$ cat config.mk
export PLATFORM = sky130hd
export DESIGN_NAME = imu_frame_parser_top
export DESIGN_NICKNAME = d
export VERILOG_FILES = /design/src/imu_fp_pkg.sv /design/src/imu_fp_front.sv /design/src/imu_fp_queue.sv /design/src/imu_fp_back.sv /design/src/imu_frame_parser_top.sv
export SDC_FILE = /design/constraint.sdc
export NUM_CORES = 1
export LEC_CHECK = 0
export BUFFER_PORTS_ARGS = -buffer_cell sky130_fd_sc_hd__clkbuf_2
export CORE_MARGIN = 2
export CORE_UTILIZATION = 28
export CTS_CLUSTER_DIAMETER = 60
export DETAILED_ROUTE_END_ITERATION = 8
export SLEW_MARGIN = 20
export SYNTH_ARGS = -nofsm -noshare
export SYNTH_HDL_FRONTEND = slang
export SYNTH_SLANG_ARGS = --single-unit
$ cat constraint.sdc
create_clock -name clock -period 26.1 [get_ports clock]
set_clock_uncertainty 0.1 [all_clocks]
set_input_delay 5.22 -clock clock [delete_from_list [all_inputs] [get_ports clock]]
set_output_delay 5.22 -clock clock [all_outputs]
set_load 0.05 [all_outputs]
$ cat src/imu_fp_pkg.sv
`timescale 1ns / 1ps
// imu_fp_pkg: shared types and constants of the imu frame parser
// no dependencies; imported by the front, queue, back and top modules

package imu_fp_pkg;

   // byte and position widths fixed by the frame format
   localparam int BYTE_W    = 8;
   localparam int POS_W     = 5;
   localparam int FIELD_W   = 16;
   localparam int NUM_FIELDS = 10;
   localparam int RSP_W     = FIELD_W * NUM_FIELDS;

   // frame marker bytes
   localparam logic [BYTE_W-1:0] HDR_FIRST  = 8'h7F;
   localparam logic [BYTE_W-1:0] HDR_SECOND = 8'h80;
   localparam logic [BYTE_W-1:0] CHK_BASE   = 8'hFF;

   // what the front end hands the back end
   typedef enum logic {
      TOK_DATA,
      TOK_CHECK
   } tok_kind_type;

   typedef struct packed {
      tok_kind_type          kind;
      logic [POS_W-1:0]      pos;
      logic [BYTE_W-1:0]     data;
   } token_type;

endpackage

$ cat src/imu_fp_front.sv
`timescale 1ns / 1ps
// imu_fp_front: header hunt and byte classification of the imu frame parser
// depends on imu_fp_pkg; pushes classified bytes into imu_fp_queue

module imu_fp_front import imu_fp_pkg::*; #(
   parameter int PAYLOAD_BYTES = 20
) (
   input  logic              clock,
   input  logic              reset,
   input  logic              req_tvalid,
   output logic              req_tready,
   input  logic [BYTE_W-1:0] req_tdata,
   input  logic              q_full,
   output logic              push,
   output token_type         push_tok
);

   typedef enum logic [1:0] {
      PH_HUNT,
      PH_HDR2,
      PH_DATA,
      PH_CHK
   } phase_type;

   localparam logic [POS_W-1:0] LAST_POS = POS_W'(PAYLOAD_BYTES - 1);

   phase_type        phase_ff, phase_in;
   logic [POS_W-1:0] pos_ff, pos_in;
   logic             accept;

   assign req_tready = !q_full;
   assign accept     = req_tvalid && req_tready;

   always_comb begin
      phase_in = phase_ff;
      pos_in   = pos_ff;
      if (accept) begin
         unique case (phase_ff)
            PH_HUNT: begin
               if (req_tdata == HDR_FIRST) phase_in = PH_HDR2;
            end
            PH_HDR2: begin
               // a wrong second byte is consumed, never retried as a header
               if (req_tdata == HDR_SECOND) begin
                  phase_in = PH_DATA;
                  pos_in   = '0;
               end else begin
                  phase_in = PH_HUNT;
               end
            end
            PH_DATA: begin
               if (pos_ff == LAST_POS) begin
                  phase_in = PH_CHK;
                  pos_in   = '0;
               end else begin
                  pos_in = pos_ff + 1'b1;
               end
            end
            PH_CHK: begin
               phase_in = PH_HUNT;
               pos_in   = '0;
            end
            default: phase_in = PH_HUNT;
         endcase
      end
   end

   always_ff @(posedge clock) begin
      if (reset) begin
         phase_ff <= PH_HUNT;
         pos_ff   <= '0;
      end else begin
         phase_ff <= phase_in;
         pos_ff   <= pos_in;
      end
   end

   assign push          = accept && (phase_ff == PH_DATA || phase_ff == PH_CHK);
   assign push_tok.kind = (phase_ff == PH_CHK) ? TOK_CHECK : TOK_DATA;
   assign push_tok.pos  = pos_ff;
   assign push_tok.data = req_tdata;

   a_pos_in_range: assert property (@(posedge clock) disable iff (reset)
      phase_ff == PH_DATA |-> pos_ff <= LAST_POS)
      else $error("payload position past the end of the frame");

   a_check_follows_last: assert property (@(posedge clock) disable iff (reset)
      accept && phase_ff == PH_DATA && pos_ff == LAST_POS |=> phase_ff == PH_CHK)
      else $error("last payload byte not followed by checksum phase");

   a_hunt_pushes_nothing: assert property (@(posedge clock) disable iff (reset)
      (phase_ff == PH_HUNT || phase_ff == PH_HDR2) |-> !push)
      else $error("header byte pushed into queue");

endmodule

$ cat src/imu_fp_queue.sv
`timescale 1ns / 1ps
// imu_fp_queue: two-entry token queue between front and back of the parser
// depends on imu_fp_pkg for token_type

module imu_fp_queue import imu_fp_pkg::*; (
   input  logic      clock,
   input  logic      reset,
   input  logic      push,
   input  token_type push_tok,
   output logic      full,
   input  logic      pop,
   output logic      pop_valid,
   output token_type pop_tok
);

   localparam int DEPTH = 2;

   token_type                    tok_ff [DEPTH];
   logic [$clog2(DEPTH)-1:0]     wr_ptr_ff;
   logic [$clog2(DEPTH)-1:0]     rd_ptr_ff;
   logic [$clog2(DEPTH+1)-1:0]   count_ff;

   assign full      = (count_ff == ($clog2(DEPTH+1))'(DEPTH));
   assign pop_valid = (count_ff != '0);
   assign pop_tok   = tok_ff[rd_ptr_ff];

   always_ff @(posedge clock) begin
      if (push) tok_ff[wr_ptr_ff] <= push_tok;
   end

   always_ff @(posedge clock) begin
      if (reset) begin
         wr_ptr_ff <= '0;
         rd_ptr_ff <= '0;
         count_ff  <= '0;
      end else begin
         if (push) wr_ptr_ff <= wr_ptr_ff + 1'b1;
         if (pop)  rd_ptr_ff <= rd_ptr_ff + 1'b1;
         case ({push, pop})
            2'b10:   count_ff <= count_ff + 1'b1;
            2'b01:   count_ff <= count_ff - 1'b1;
            default: count_ff <= count_ff;
         endcase
      end
   end

   a_no_overflow: assert property (@(posedge clock) disable iff (reset)
      full |-> !push)
      else $error("push into full token queue");

   a_no_underflow: assert property (@(posedge clock) disable iff (reset)
      pop |-> pop_valid)
      else $error("pop from empty token queue");

   a_count_bound: assert property (@(posedge clock) disable iff (reset)
      count_ff <= ($clog2(DEPTH+1))'(DEPTH))
      else $error("token queue count out of range");

endmodule

$ cat src/imu_fp_back.sv
`timescale 1ns / 1ps
// imu_fp_back: payload store, running sum, checksum test and result register
// depends on imu_fp_pkg; drains tokens from imu_fp_queue

module imu_fp_back import imu_fp_pkg::*; #(
   parameter int PAYLOAD_BYTES = 20
) (
   input  logic             clock,
   input  logic             reset,
   input  logic             q_valid,
   input  token_type        q_tok,
   output logic             pop,
   output logic             rsp_tvalid,
   input  logic             rsp_tready,
   output logic [RSP_W-1:0] rsp_tdata
);

   localparam int IDX_W = $clog2(PAYLOAD_BYTES);

   logic [BYTE_W-1:0] store_ff [PAYLOAD_BYTES];
   logic [BYTE_W-1:0] sum_ff, sum_in;
   logic              rsp_valid_ff;
   logic [RSP_W-1:0]  rsp_data_ff;
   logic [RSP_W-1:0]  frame_word;
   logic              is_data, is_check, sum_ok, load;

   assign is_data  = q_valid && q_tok.kind == TOK_DATA;
   assign is_check = q_valid && q_tok.kind == TOK_CHECK;
   // data tokens always drain; a check token waits for a free result slot
   assign pop      = is_data || (is_check && (!rsp_valid_ff || rsp_tready));
   assign sum_ok   = ((CHK_BASE - sum_ff) == q_tok.data);
   assign load     = pop && is_check && sum_ok;

   // first payload byte restarts the sum
   assign sum_in = (q_tok.pos == '0) ? q_tok.data : sum_ff + q_tok.data;

   always_ff @(posedge clock) begin
      if (is_data) begin
         store_ff[q_tok.pos[IDX_W-1:0]] <= q_tok.data;
      end
   end

   always_ff @(posedge clock) begin
      if (reset) sum_ff <= '0;
      else if (is_data) sum_ff <= sum_in;
   end

   // bytes beyond the payload length read as zero
   for (genvar b = 0; b < 2 * NUM_FIELDS; b++) begin : g_byte
      if (b < PAYLOAD_BYTES) begin : g_live
         assign frame_word[b*BYTE_W +: BYTE_W] = store_ff[b];
      end else begin : g_zero
         assign frame_word[b*BYTE_W +: BYTE_W] = '0;
      end
   end

   always_ff @(posedge clock) begin
      if (reset) begin
         rsp_valid_ff <= 1'b0;
      end else if (load) begin
         rsp_valid_ff <= 1'b1;
      end else if (rsp_tready) begin
         rsp_valid_ff <= 1'b0;
      end
   end

   always_ff @(posedge clock) begin
      if (load) rsp_data_ff <= frame_word;
   end

   assign rsp_tvalid = rsp_valid_ff;
   assign rsp_tdata  = rsp_data_ff;

   a_check_waits_for_slot: assert property (@(posedge clock) disable iff (reset)
      pop && is_check |-> !rsp_valid_ff || rsp_tready)
      else $error("check token drained over an untaken result");

   a_sum_restart: assert property (@(posedge clock) disable iff (reset)
      is_data && q_tok.pos == '0 |=> sum_ff == $past(q_tok.data))
      else $error("running sum not restarted at first payload byte");

   a_load_needs_match: assert property (@(posedge clock) disable iff (reset)
      load |-> is_check && sum_ok)
      else $error("result loaded without a passing checksum");

endmodule

$ cat src/imu_frame_parser_top.sv
`timescale 1ns / 1ps
// imu_frame_parser_top: top level of the imu serial frame parser
// depends on imu_fp_pkg, imu_fp_front, imu_fp_queue and imu_fp_back
//
//   channel   dir   handshake              payload
//   req_      in    req_tvalid/tready      req_tdata[7:0]   received serial byte
//   rsp_      out   rsp_tvalid/tready      rsp_tdata[159:0] ten 16-bit raw fields
//
// one byte per cycle is taken while the token queue has room; the front end
// classifies it in the cycle it arrives and the back end drains one token per cycle
// while no checksum token waits for a free result slot
// a frame result is valid from the edge its checksum byte, once written into the queue, leaves it
// reset is synchronous and active high; it returns the parser to header hunting
// a stalled rsp_ side holds only checksum transactions; payload bytes keep draining,
// so the input stalls only once the two-entry queue fills behind a pending result

module imu_frame_parser_top import imu_fp_pkg::*; #(
   parameter int PAYLOAD_BYTES = 20
) (
   input  logic              clock,
   input  logic              reset,
   // req_tdata: rx_byte[7:0]
   input  logic              req_tvalid,
   output logic              req_tready,
   input  logic [BYTE_W-1:0] req_tdata,
   // rsp_tdata: accel_x_raw[15:0], accel_y_raw[31:16], accel_z_raw[47:32],
   //            rate_x_raw[63:48], rate_y_raw[79:64], rate_z_raw[95:80],
   //            roll_raw[111:96], pitch_raw[127:112], yaw_raw[143:128],
   //            temperature_raw[159:144]
   output logic              rsp_tvalid,
   input  logic              rsp_tready,
   output logic [RSP_W-1:0]  rsp_tdata
);

   // front to queue
   logic      push;
   token_type push_tok;
   logic      q_full;
   // queue to back
   logic      pop;
   logic      q_valid;
   token_type q_tok;

   // header hunt, payload position count
   imu_fp_front #(
      .PAYLOAD_BYTES (PAYLOAD_BYTES)
   ) u_front (
      .clock      (clock),
      .reset      (reset),
      .req_tvalid (req_tvalid),
      .req_tready (req_tready),
      .req_tdata  (req_tdata),
      .q_full     (q_full),
      .push       (push),
      .push_tok   (push_tok)
   );

   // decouples byte intake from result delivery
   imu_fp_queue u_queue (
      .clock     (clock),
      .reset     (reset),
      .push      (push),
      .push_tok  (push_tok),
      .full      (q_full),
      .pop       (pop),
      .pop_valid (q_valid),
      .pop_tok   (q_tok)
   );

   // payload store, checksum and result register
   imu_fp_back #(
      .PAYLOAD_BYTES (PAYLOAD_BYTES)
   ) u_back (
      .clock      (clock),
      .reset      (reset),
      .q_valid    (q_valid),
      .q_tok      (q_tok),
      .pop        (pop),
      .rsp_tvalid (rsp_tvalid),
      .rsp_tready (rsp_tready),
      .rsp_tdata  (rsp_tdata)
   );

endmodule

==> reports/qor.txt, run 1 <==
Status: finished clean
CTS Buf Count: 39
Layout cells sized above 1: 29.7%
Avg Vias per Cell: 4.15
Die height: 212 um
CTS Buffer Depth: 3
Post-Route Setup TNS: 0 ns
YS warnings: 0
Cell taking the most area after synthesis: edfxtp_1
Vias in the first global route: 5720
Core area: 43000 um^2
Gpl congestion: 0.693
RSZ-0062 raised after global routing: false
Tot GR Track Use: 11.1%
# H-tree levels: 2
Post-CTS Setup Inserts: 0
Count leader, synth: edfxtp_1
Final ANT Viol Nets: 0
Layout Nets: 810
Count of final setup violators: 0
Initial antenna violation count: 2
Die area: 45100 um^2
Max-Slew Margin vs Limit: 31.5%
Top cells by area, synth: edfxtp_1 86%, dfxtp_1 3.5%, nor2_1 1.0%
Actual slew at the worst max-slew pin: 1.03 ns
Crit Path Class: in -> reg
Worst Setup End Kind: flip-flop
Clock Latency Late Sink: 0.54 ns
Commonest cells in the netlist: 348 x edfxtp_1, 34 x nor2_1, 24 x nand2_1, 21 x dfxtp_1, 18 x a21oi_1
Fillers: 4069
Core Rows: 76
Min Clock Period, post-route: 7.44 ns
GRT overflow: 0
DRT iter0 DRCs: 430
Placed Cells: 1332
Synth Instances: 578
Crit path DAT: 7.48 ns
Slew Limit Fails: 0
Worst IR Drop VDD: 47.3 uV
Yosys top cell area share: 85.9%
Syn Std Cell Area: 12200 um^2
Pwr Total: 0.00122 W
WP data required: 26.14 ns
LEAKAGE: 5.07 nW
Top FF cell, synth: edfxtp_1
Non-Filler Instances: 1400
Final Hold Fails: 0
Period Utilization, post-route: 28.5%
Worst reg2reg setup slack: 21.47 ns
Fmax achieved: 0.134 GHz
Cts-stage hold buffer count: 0
Mapped Nets: 600
Post-synth EDFFs: 348
Drt drc: 0
Synth unique cells: 54
CP Max Fanout: 79
DR WL/cell: 18.0 um
Antenna fix cells: 0
Slowest stage delay, CP: 0.86 ns
CP max-delay cell: buf_4
Asr flop ratio synth: 0%
Maxcap violations: 0
Avg Cell Area, Syn: 21.1 um^2
FF+latch count, synth: 369
Detailed-route wire length: 25200 um
# port buffers: 173
Worst Setup Start Kind: primary input
Area growth from synthesis to layout: 22.9%
CTS tree: yes
Critical path cell sequence: clkbuf_2 -> nor2b_1 -> or3_4 -> nor4_4 -> buf_4
Initial cell density of the core: 28.3%
Clock sink count: 369
Power Dens Cells: 81.7 nW/um^2
Chip width: 212 um
Initial DRT Pass Iterations: 4
Post-CTS resize count: 0
Sequential element share of the synthesized area: 89.3%
Area of the multi-input gates: 1260 um^2
Hpwl dp: 15100 um
HP Class: reg -> reg
Global-route wire length before repair: 36000 um
Register Area: 10900 um^2
Via count: 5811
Largest net degree at the start of global routing: 80
Clock transition at path regs: 0.06 ns
Clock Tree Root: clkbuf_16
Ports: 174
==> cells in the final DEF, fill, tap and decap left out, drive strengths merged, types with 3 or more instances in the layout <==
cell / synthesis / final
nor3: 5 / 5
and3: 4 / 4
o211ai: 3 / 3
nor2: 34 / 34
nand2: 24 / 24
edfxtp: 348 / 348
a21oi: 18 / 18
clkinvlp: 0 / 3
nor4: 4 / 4
buf: 5 / 3
mux2i: 4 / 4
o21ai: 17 / 17
inv: 4 / 7
xor2: 5 / 5
a21o: 3 / 3
nand3: 12 / 12
nor2b: 3 / 3
clkinv: 1 / 10
and2: 3 / 3
mux2: 7 / 7
dfxtp: 21 / 21
or3: 3 / 3
ha: 9 / 9
xnor2: 4 / 4
clkbuf: 2 / 225
nand2b: 4 / 4
==> layer usage <==
metal  routed length (um)  vias up  track usage [%]
met3                 1260       45             2.36
met1                11200     2897             14.6
met2                11900      176             17.8
li1                     -     2693                -
met4                  749        0             4.75
met5                    0        -                0
==> report_power, final <==
part           leakage (nW)  internal, W  switching (W)
sequential             3.30     0.000651     0.00000487
clock                 0.573     0.000299       0.000215
combinational          1.19    0.0000147      0.0000379
total                  5.07     0.000965       0.000258
==> final timing paths <==
| check | startpoint | to | cells after the start |
|---|---|---|---|
| max reg2reg | flip-flop | rsp_tdata[33] | 5 |
| min | u_back.store_ff[2][0] | rsp_tdata[16] | 0 |
| max | rsp_tready | rsp_tdata[33] | 5 |
| min reg2reg | u_back.store_ff[2][0] | rsp_tdata[16] | 0 |
==> registers in the layout, indices dropped and copies added (netlist names), named ones only <==
signal / count
rsp_tdata: 160
u_queue.tok_ff: 28
u_front.pos_ff: 5
u_queue.wr_ptr_ff: 1
u_back.rsp_tvalid: 1
u_queue.rd_ptr_ff: 1
u_back.sum_ff: 8
u_queue.count_ff: 2
u_front.phase_ff: 1
u_back.store_ff: 160
==> critical path: cells and delay by family <==
family / cells / cell delay (ns)
AND/OR/NAND/NOR: 3 / 1.19
buffers and inverters: 2 / 0.95
==> layout make-up <==
class | count | share of cell area [%]
clock inverter | 16 | 0.845
clock buffer | 52 | 7.13
timing repair buffer | 176 | 5.94
sequential | 369 | 72.7
inverter | 5 | 0.125
tap | 585 | 4.89
multi-input combinational | 197 | 8.40
==> metrics by stage <==
| step | instance area [um^2] | worst slack, ns | util, % | hold slack (ns) |
|---|---|---|---|---|
| 2_1_floorplan | 12200 | 10.90 | - | 0.300 |
| 3_3_place_gp | 13800 | 18.11 | 32.0 | 0.300 |
| 3_5_place_dp | 13800 | 18.07 | 32.0 | 0.305 |
| 4_1_cts | 15000 | 18.65 | 34.8 | 0.315 |
| 5_1_grt | 15000 | 18.49 | 34.8 | 0.321 |
| 6_report | 15000 | 18.66 | 34.8 | 0.313 |
==> kinds of logic after synthesis <==
logic type / after synthesis / share of synthesized area [%]
buffers and inverters: 12 / 0.493
and+or+nand+nor: 111 / 4.68
AOI/OAI and AO/OA: 56 / 2.79
xor gates and xnor gates: 9 / 0.648
DFF: 369 / 89.3
adders and majority gates: 10 / 1.09
muxes: 11 / 0.977
Note: power is estimated with default switching activity, not from simulation.
==> run 2, diff against run 1 <==
clock period = 6.4 ns   (was 26.1 ns; I/O delays follow)
==> run 2 against run 1 <==
- register-to-register slack got worse by 19 ns
- largest power group unchanged
- clock power grew to 4.0 times the previous value
- die area unchanged
==> reports/qor.txt, run 2 (same netlist as run 1, synthesis figures left out) <==
Count of final setup violators: 0
Detailed-route wire length: 25400 um
Worst r2r path cells: 5
Global-route wire length before repair: 36500 um
Hpwl dp: 16500 um
CP Max Fanout: 161
Initial cell density of the core: 28.3%
Avg Vias per Cell: 4.16
DRT iter0 DRCs: 510
Hold slack: 0.314 ns
Die height: 212 um
Hold Path End: rsp_tdata[54]
Maxcap violations: 0
Core area: 43000 um^2
Placed cell area: 13800 um^2
Psw: 0.00103 W
Cell Int Power: 0.00389 W
Tot GR Track Use: 11.0%
Initial DRT Pass Iterations: 4
Area growth from synthesis to layout: 22.8%
Worst Setup Start Kind: flip-flop
LEAKAGE: 5.06 nW
Max-Slew Margin vs Limit: 31.3%
Worst Setup End Kind: flip-flop
Clock Latency Late Sink: 0.52 ns
Clock Power Share: 41.7%
Combinational share of power: 3.9%
Final ANT Viol Nets: 0
Gpl congestion: 0.732
Setup ws final: 2.57 ns
Cts-stage hold buffer count: 0
Slew Limit Fails: 0
Min Clock Period, post-route: 3.83 ns
Worst R2R End: rsp_tdata[16]
Clock Tree Root: clkbuf_16
Status: finished clean
DR WL/cell: 18.2 um
HP Start: u_back.store_ff[6][6]
Switching Fraction: 20.9%
CTS Buffer Depth: 3
Most frequent cells in the layout: 348 x edfxtp_1, 173 x clkbuf_2, 38 x clkbuf_16
Post-Route Setup TNS: 0 ns
Worst Hold Depth: 0
Fmax achieved: 0.261 GHz
Antenna fix cells: 0
Worst IR Drop VDD: 166 uV
Power Dens Cells: 329 nW/um^2
Worst reg2reg setup slack: 2.57 ns
Clock transition at path regs: 0.07 ns
Post-CTS Setup Inserts: 0
Most common cell after layout, fill and taps aside: edfxtp_1
Post-CTS resize count: 0
Via count: 5801
Die area: 45100 um^2
GRT overflow: 0
Sequential share of power: 54.4%
Chip width: 212 um
Crit Path Class: reg -> reg
Ports: 174
Layout Nets: 805
Finished layout cell area: 14900 um^2
Crit path DAT: 3.88 ns
Vias in the first global route: 5723
HP Class: reg -> reg
Core Rows: 76
RSZ-0062 raised after global routing: false
# port buffers: 173
Place WS: 2.52 ns
Drt drc: 0
WP data required: 6.45 ns
CTS tree: yes
Final Hold Fails: 0
Largest net degree at the start of global routing: 162
CTS Buf Count: 36
# H-tree levels: 2
Utilization after layout: 34.8%
Actual slew at the worst max-slew pin: 1.03 ns
Clock sink count: 369
Initial antenna violation count: 3
Period Utilization, post-route: 59.8%
Layout cells sized above 1: 29.6%
## run 2: area by class of cell
| class | count | area, um^2 |
|---|---|---|
| clock buffers | 42 | 966 |
| repair buffers | 174 | 886 |
| multi-input cells | 197 | 1270 |
| inverters | 5 | 18.8 |
| fillers | 4042 | 28000 |
| clock inverters | 23 | 194 |
| well taps | 585 | 732 |
| flip-flops and latches | 369 | 10900 |
## run 2: power groups by stage
stage | Clock [W] | Sequential, W | Combinational, W
2_1_floorplan | 0 | 0.00272 | 0.000144
3_3_place_gp | 0 | 0.00273 | 0.000189
3_5_place_dp | 0 | 0.00273 | 0.000197
4_1_cts | 0.00210 | 0.00268 | 0.000198
5_1_grt | 0.00218 | 0.00268 | 0.000217
6_report | 0.00205 | 0.00268 | 0.000194
## run 2: worst max-delay path by stage
stage,from,endpoint,cells after the start,slack (ns)
2_1_floorplan,rsp_tready,rsp_tdata[0],3,-0.93
3_3_place_gp,flip-flop,rsp_tdata[23],5,2.61
3_5_place_dp,flip-flop,rsp_tdata[4],5,2.52
4_1_cts,flip-flop,rsp_tdata[113],5,2.53
5_1_grt,flip-flop,rsp_tdata[100],5,2.32
6_report,flip-flop,rsp_tdata[16],5,2.57
## run 2: critical path, cell delays in order (launching register included)
cell,delay [ns]
dfxtp_1,1.00
mux2_2,0.62
ha_1,0.44
nand4_1,0.18
nor4_4,0.35
buf_12,0.64
## run 2: through the flow
stage	power, W	instances
after floorplan	0.00286	578
after global placement	0.00292	1330
final	0.00492	1395
after CTS	0.00497	1395
after global routing	0.00508	1395
after detailed placement	0.00292	1330
## run 2: per-layer routing
metal  GRT usage [%]  wire length (um)
met1            14.3             11200
met2            18.2             12400
met3            3.03              1430
met4            2.70               406
met5               0                39
==> run 3, diff against run 2 <==
clock period = 3.4 ns   (was 6.4 ns; I/O delays follow)
==> run 3 against run 2 <==
- sequential power rose by 88%
- fmax up 24%
- critical path type unchanged
- non-clock buffer count rose by 33
- register-to-register slack got worse by 2.3 ns
- global-route usage decreased by 0.10 points
- via count increased by 1.8%
- clock-buffer cell count rose by 3
- flip-flop and latch count unchanged
- worst hold slack gained 0.00088 ns
- power increased by 94%
- combinational power is 120% higher
- first-iteration DRC count fell by 16%
- largest power group unchanged
==> reports/qor.txt, run 3 (same netlist as run 1, synthesis figures left out) <==
Worst Setup End Kind: flip-flop
Sequential share of power: 52.8%
Initial DRT Pass Iterations: 4
LEAKAGE: 5.27 nW
Initial antenna violation count: 0
Worst r2r path cells: 6
Maxcap violations: 0
Switching Fraction: 20.7%
Slew Limit Fails: 0
Layout Nets: 840
Most frequent cells in the layout: 348 x edfxtp_1, 173 x clkbuf_2, 39 x clkbuf_16
Min Clock Period, post-route: 3.10 ns
Finished layout cell area: 15300 um^2
Register Area: 10900 um^2
Clock Tree Root: clkbuf_16
Crit Path Class: reg -> reg
Detailed-route wire length: 25000 um
CTS Buffer Depth: 3
Placed cell area: 14100 um^2
Tot GR Track Use: 10.9%
Global-route wire length before repair: 36300 um
Worst IR Drop VDD: 304 uV
Place WS: 0.316 ns
# port buffers: 173
Period Utilization, post-route: 91.1%
CP Max Fanout: 35
CTS tree: yes
Largest net degree at the start of global routing: 55
Worst R2R End: rsp_tdata[122]
Actual slew at the worst max-slew pin: 0.819 ns
Power Dens Cells: 621 nW/um^2
HP Start: u_back.store_ff[13][4]
Worst reg2reg setup slack: 0.30 ns
Gpl congestion: 0.753
Fmax achieved: 0.323 GHz
Max-Slew Margin vs Limit: 44.8%
# H-tree levels: 2
Layout cells sized above 1: 33.1%
Antenna fix cells: 0
Clock Power Share: 42.7%
Hpwl dp: 15900 um
Utilization after layout: 35.7%
Status: finished clean
Die height: 212 um
Area of the multi-input gates: 1290 um^2
DR WL/cell: 17.5 um
CTS Buf Count: 38
Initial cell density of the core: 28.3%
Drt drc: 0
Clock Latency Late Sink: 0.52 ns
Post-CTS Setup Inserts: 0
Count of final setup violators: 0
Setup ws final: 0.304 ns
RSZ-0062 raised after global routing: false
Most common cell after layout, fill and taps aside: edfxtp_1
Avg Vias per Cell: 4.13
Clock transition at path regs: 0.06 ns
Area growth from synthesis to layout: 26.0%
Post-CTS resize count: 0
Core area: 43000 um^2
Placed Cells: 1363
Hold Path End: rsp_tdata[108]
Cell Int Power: 0.00756 W
Clock sink count: 369
Chip width: 212 um
Die area: 45100 um^2
Final ANT Viol Nets: 0
GRT overflow: 0
Non-Filler Instances: 1429
Worst Setup Start Kind: flip-flop
DRT iter0 DRCs: 426
Cts-stage hold buffer count: 0
Vias in the first global route: 5875
Combinational share of power: 4.4%
HP Class: reg -> reg
Fillers: 4051
Final Hold Fails: 0
Crit path DAT: 3.20 ns
Via count: 5906
WP data required: 3.50 ns
Worst Hold Depth: 0
Core Rows: 76
Ports: 174
Psw: 0.00197 W
Post-Route Setup TNS: 0 ns
[run 3: cell types whose count changed in the layout (fill, tap and decap cells not counted), moves of 2 or more]
| cell | before | now |
|---|---|---|
| buf_12 | 1 | 5 |
| ha_1 | 9 | 6 |
| clkbuf_1 | 4 | 6 |
| clkinv_1 | 11 | 5 |
| bufinv_16 | 2 | 4 |
| buf_4 | 0 | 29 |
| clkinv_2 | 2 | 4 |
| ha_4 | 0 | 3 |
[run 3: worst max-delay path, stage by stage, from the launching register on]
cell	delay, ns
dfxtp_2	0.67
mux2_4	0.49
ha_4	0.34
nand4_1	0.17
nor4_4	0.48
buf_12	0.26
buf_12	0.23
[run 3: how the worst max path moves through the flow]
stage                endpoint  slack [ns]  cells after the start
4_1_cts        rsp_tdata[122]        0.30                      6
3_5_place_dp   rsp_tdata[122]        0.32                      6
6_report       rsp_tdata[122]        0.30                      6
2_1_floorplan    rsp_tdata[0]       -3.76                      6
5_1_grt        rsp_tdata[122]        0.17                      6
3_3_place_gp    rsp_tdata[66]        0.35                      6
[run 3: layout make-up]
cell class	instances	share of cell area [%]
inverters	5	0.122
well taps	585	4.77
repair buffers	207	7.72
clock inverters	21	1.57
clock buffers	45	6.51
flip-flops and latches	369	70.9
multi-input cells	197	8.43
[run 3: routing by layer]
metal	up-vias	GRT usage, %	share of wire, %
met5	-	0	0
met4	0	3.16	1.7
met2	175	17.5	48
met3	31	2.57	5.5
li1	2748	-	-
met1	2952	14.7	45
[run 3: stage by stage]
stage,total power [W],hold slack (ns)
after CTS,0.00964,0.284
final,0.00953,0.315
after floorplan,0.00540,0.300
after global routing,0.00985,0.296
after global placement,0.00555,0.301
after detailed placement,0.00556,0.305
[run 3: power groups by stage]
stage / Combinational, W / Clock, W / Sequential, W
finish: 0.000422 / 0.00407 / 0.00504
global route: 0.000467 / 0.00435 / 0.00504
CTS: 0.000430 / 0.00417 / 0.00504
detailed placement: 0.000428 / 0 / 0.00513
global placement: 0.000423 / 0 / 0.00513
floorplan: 0.000283 / 0 / 0.00511
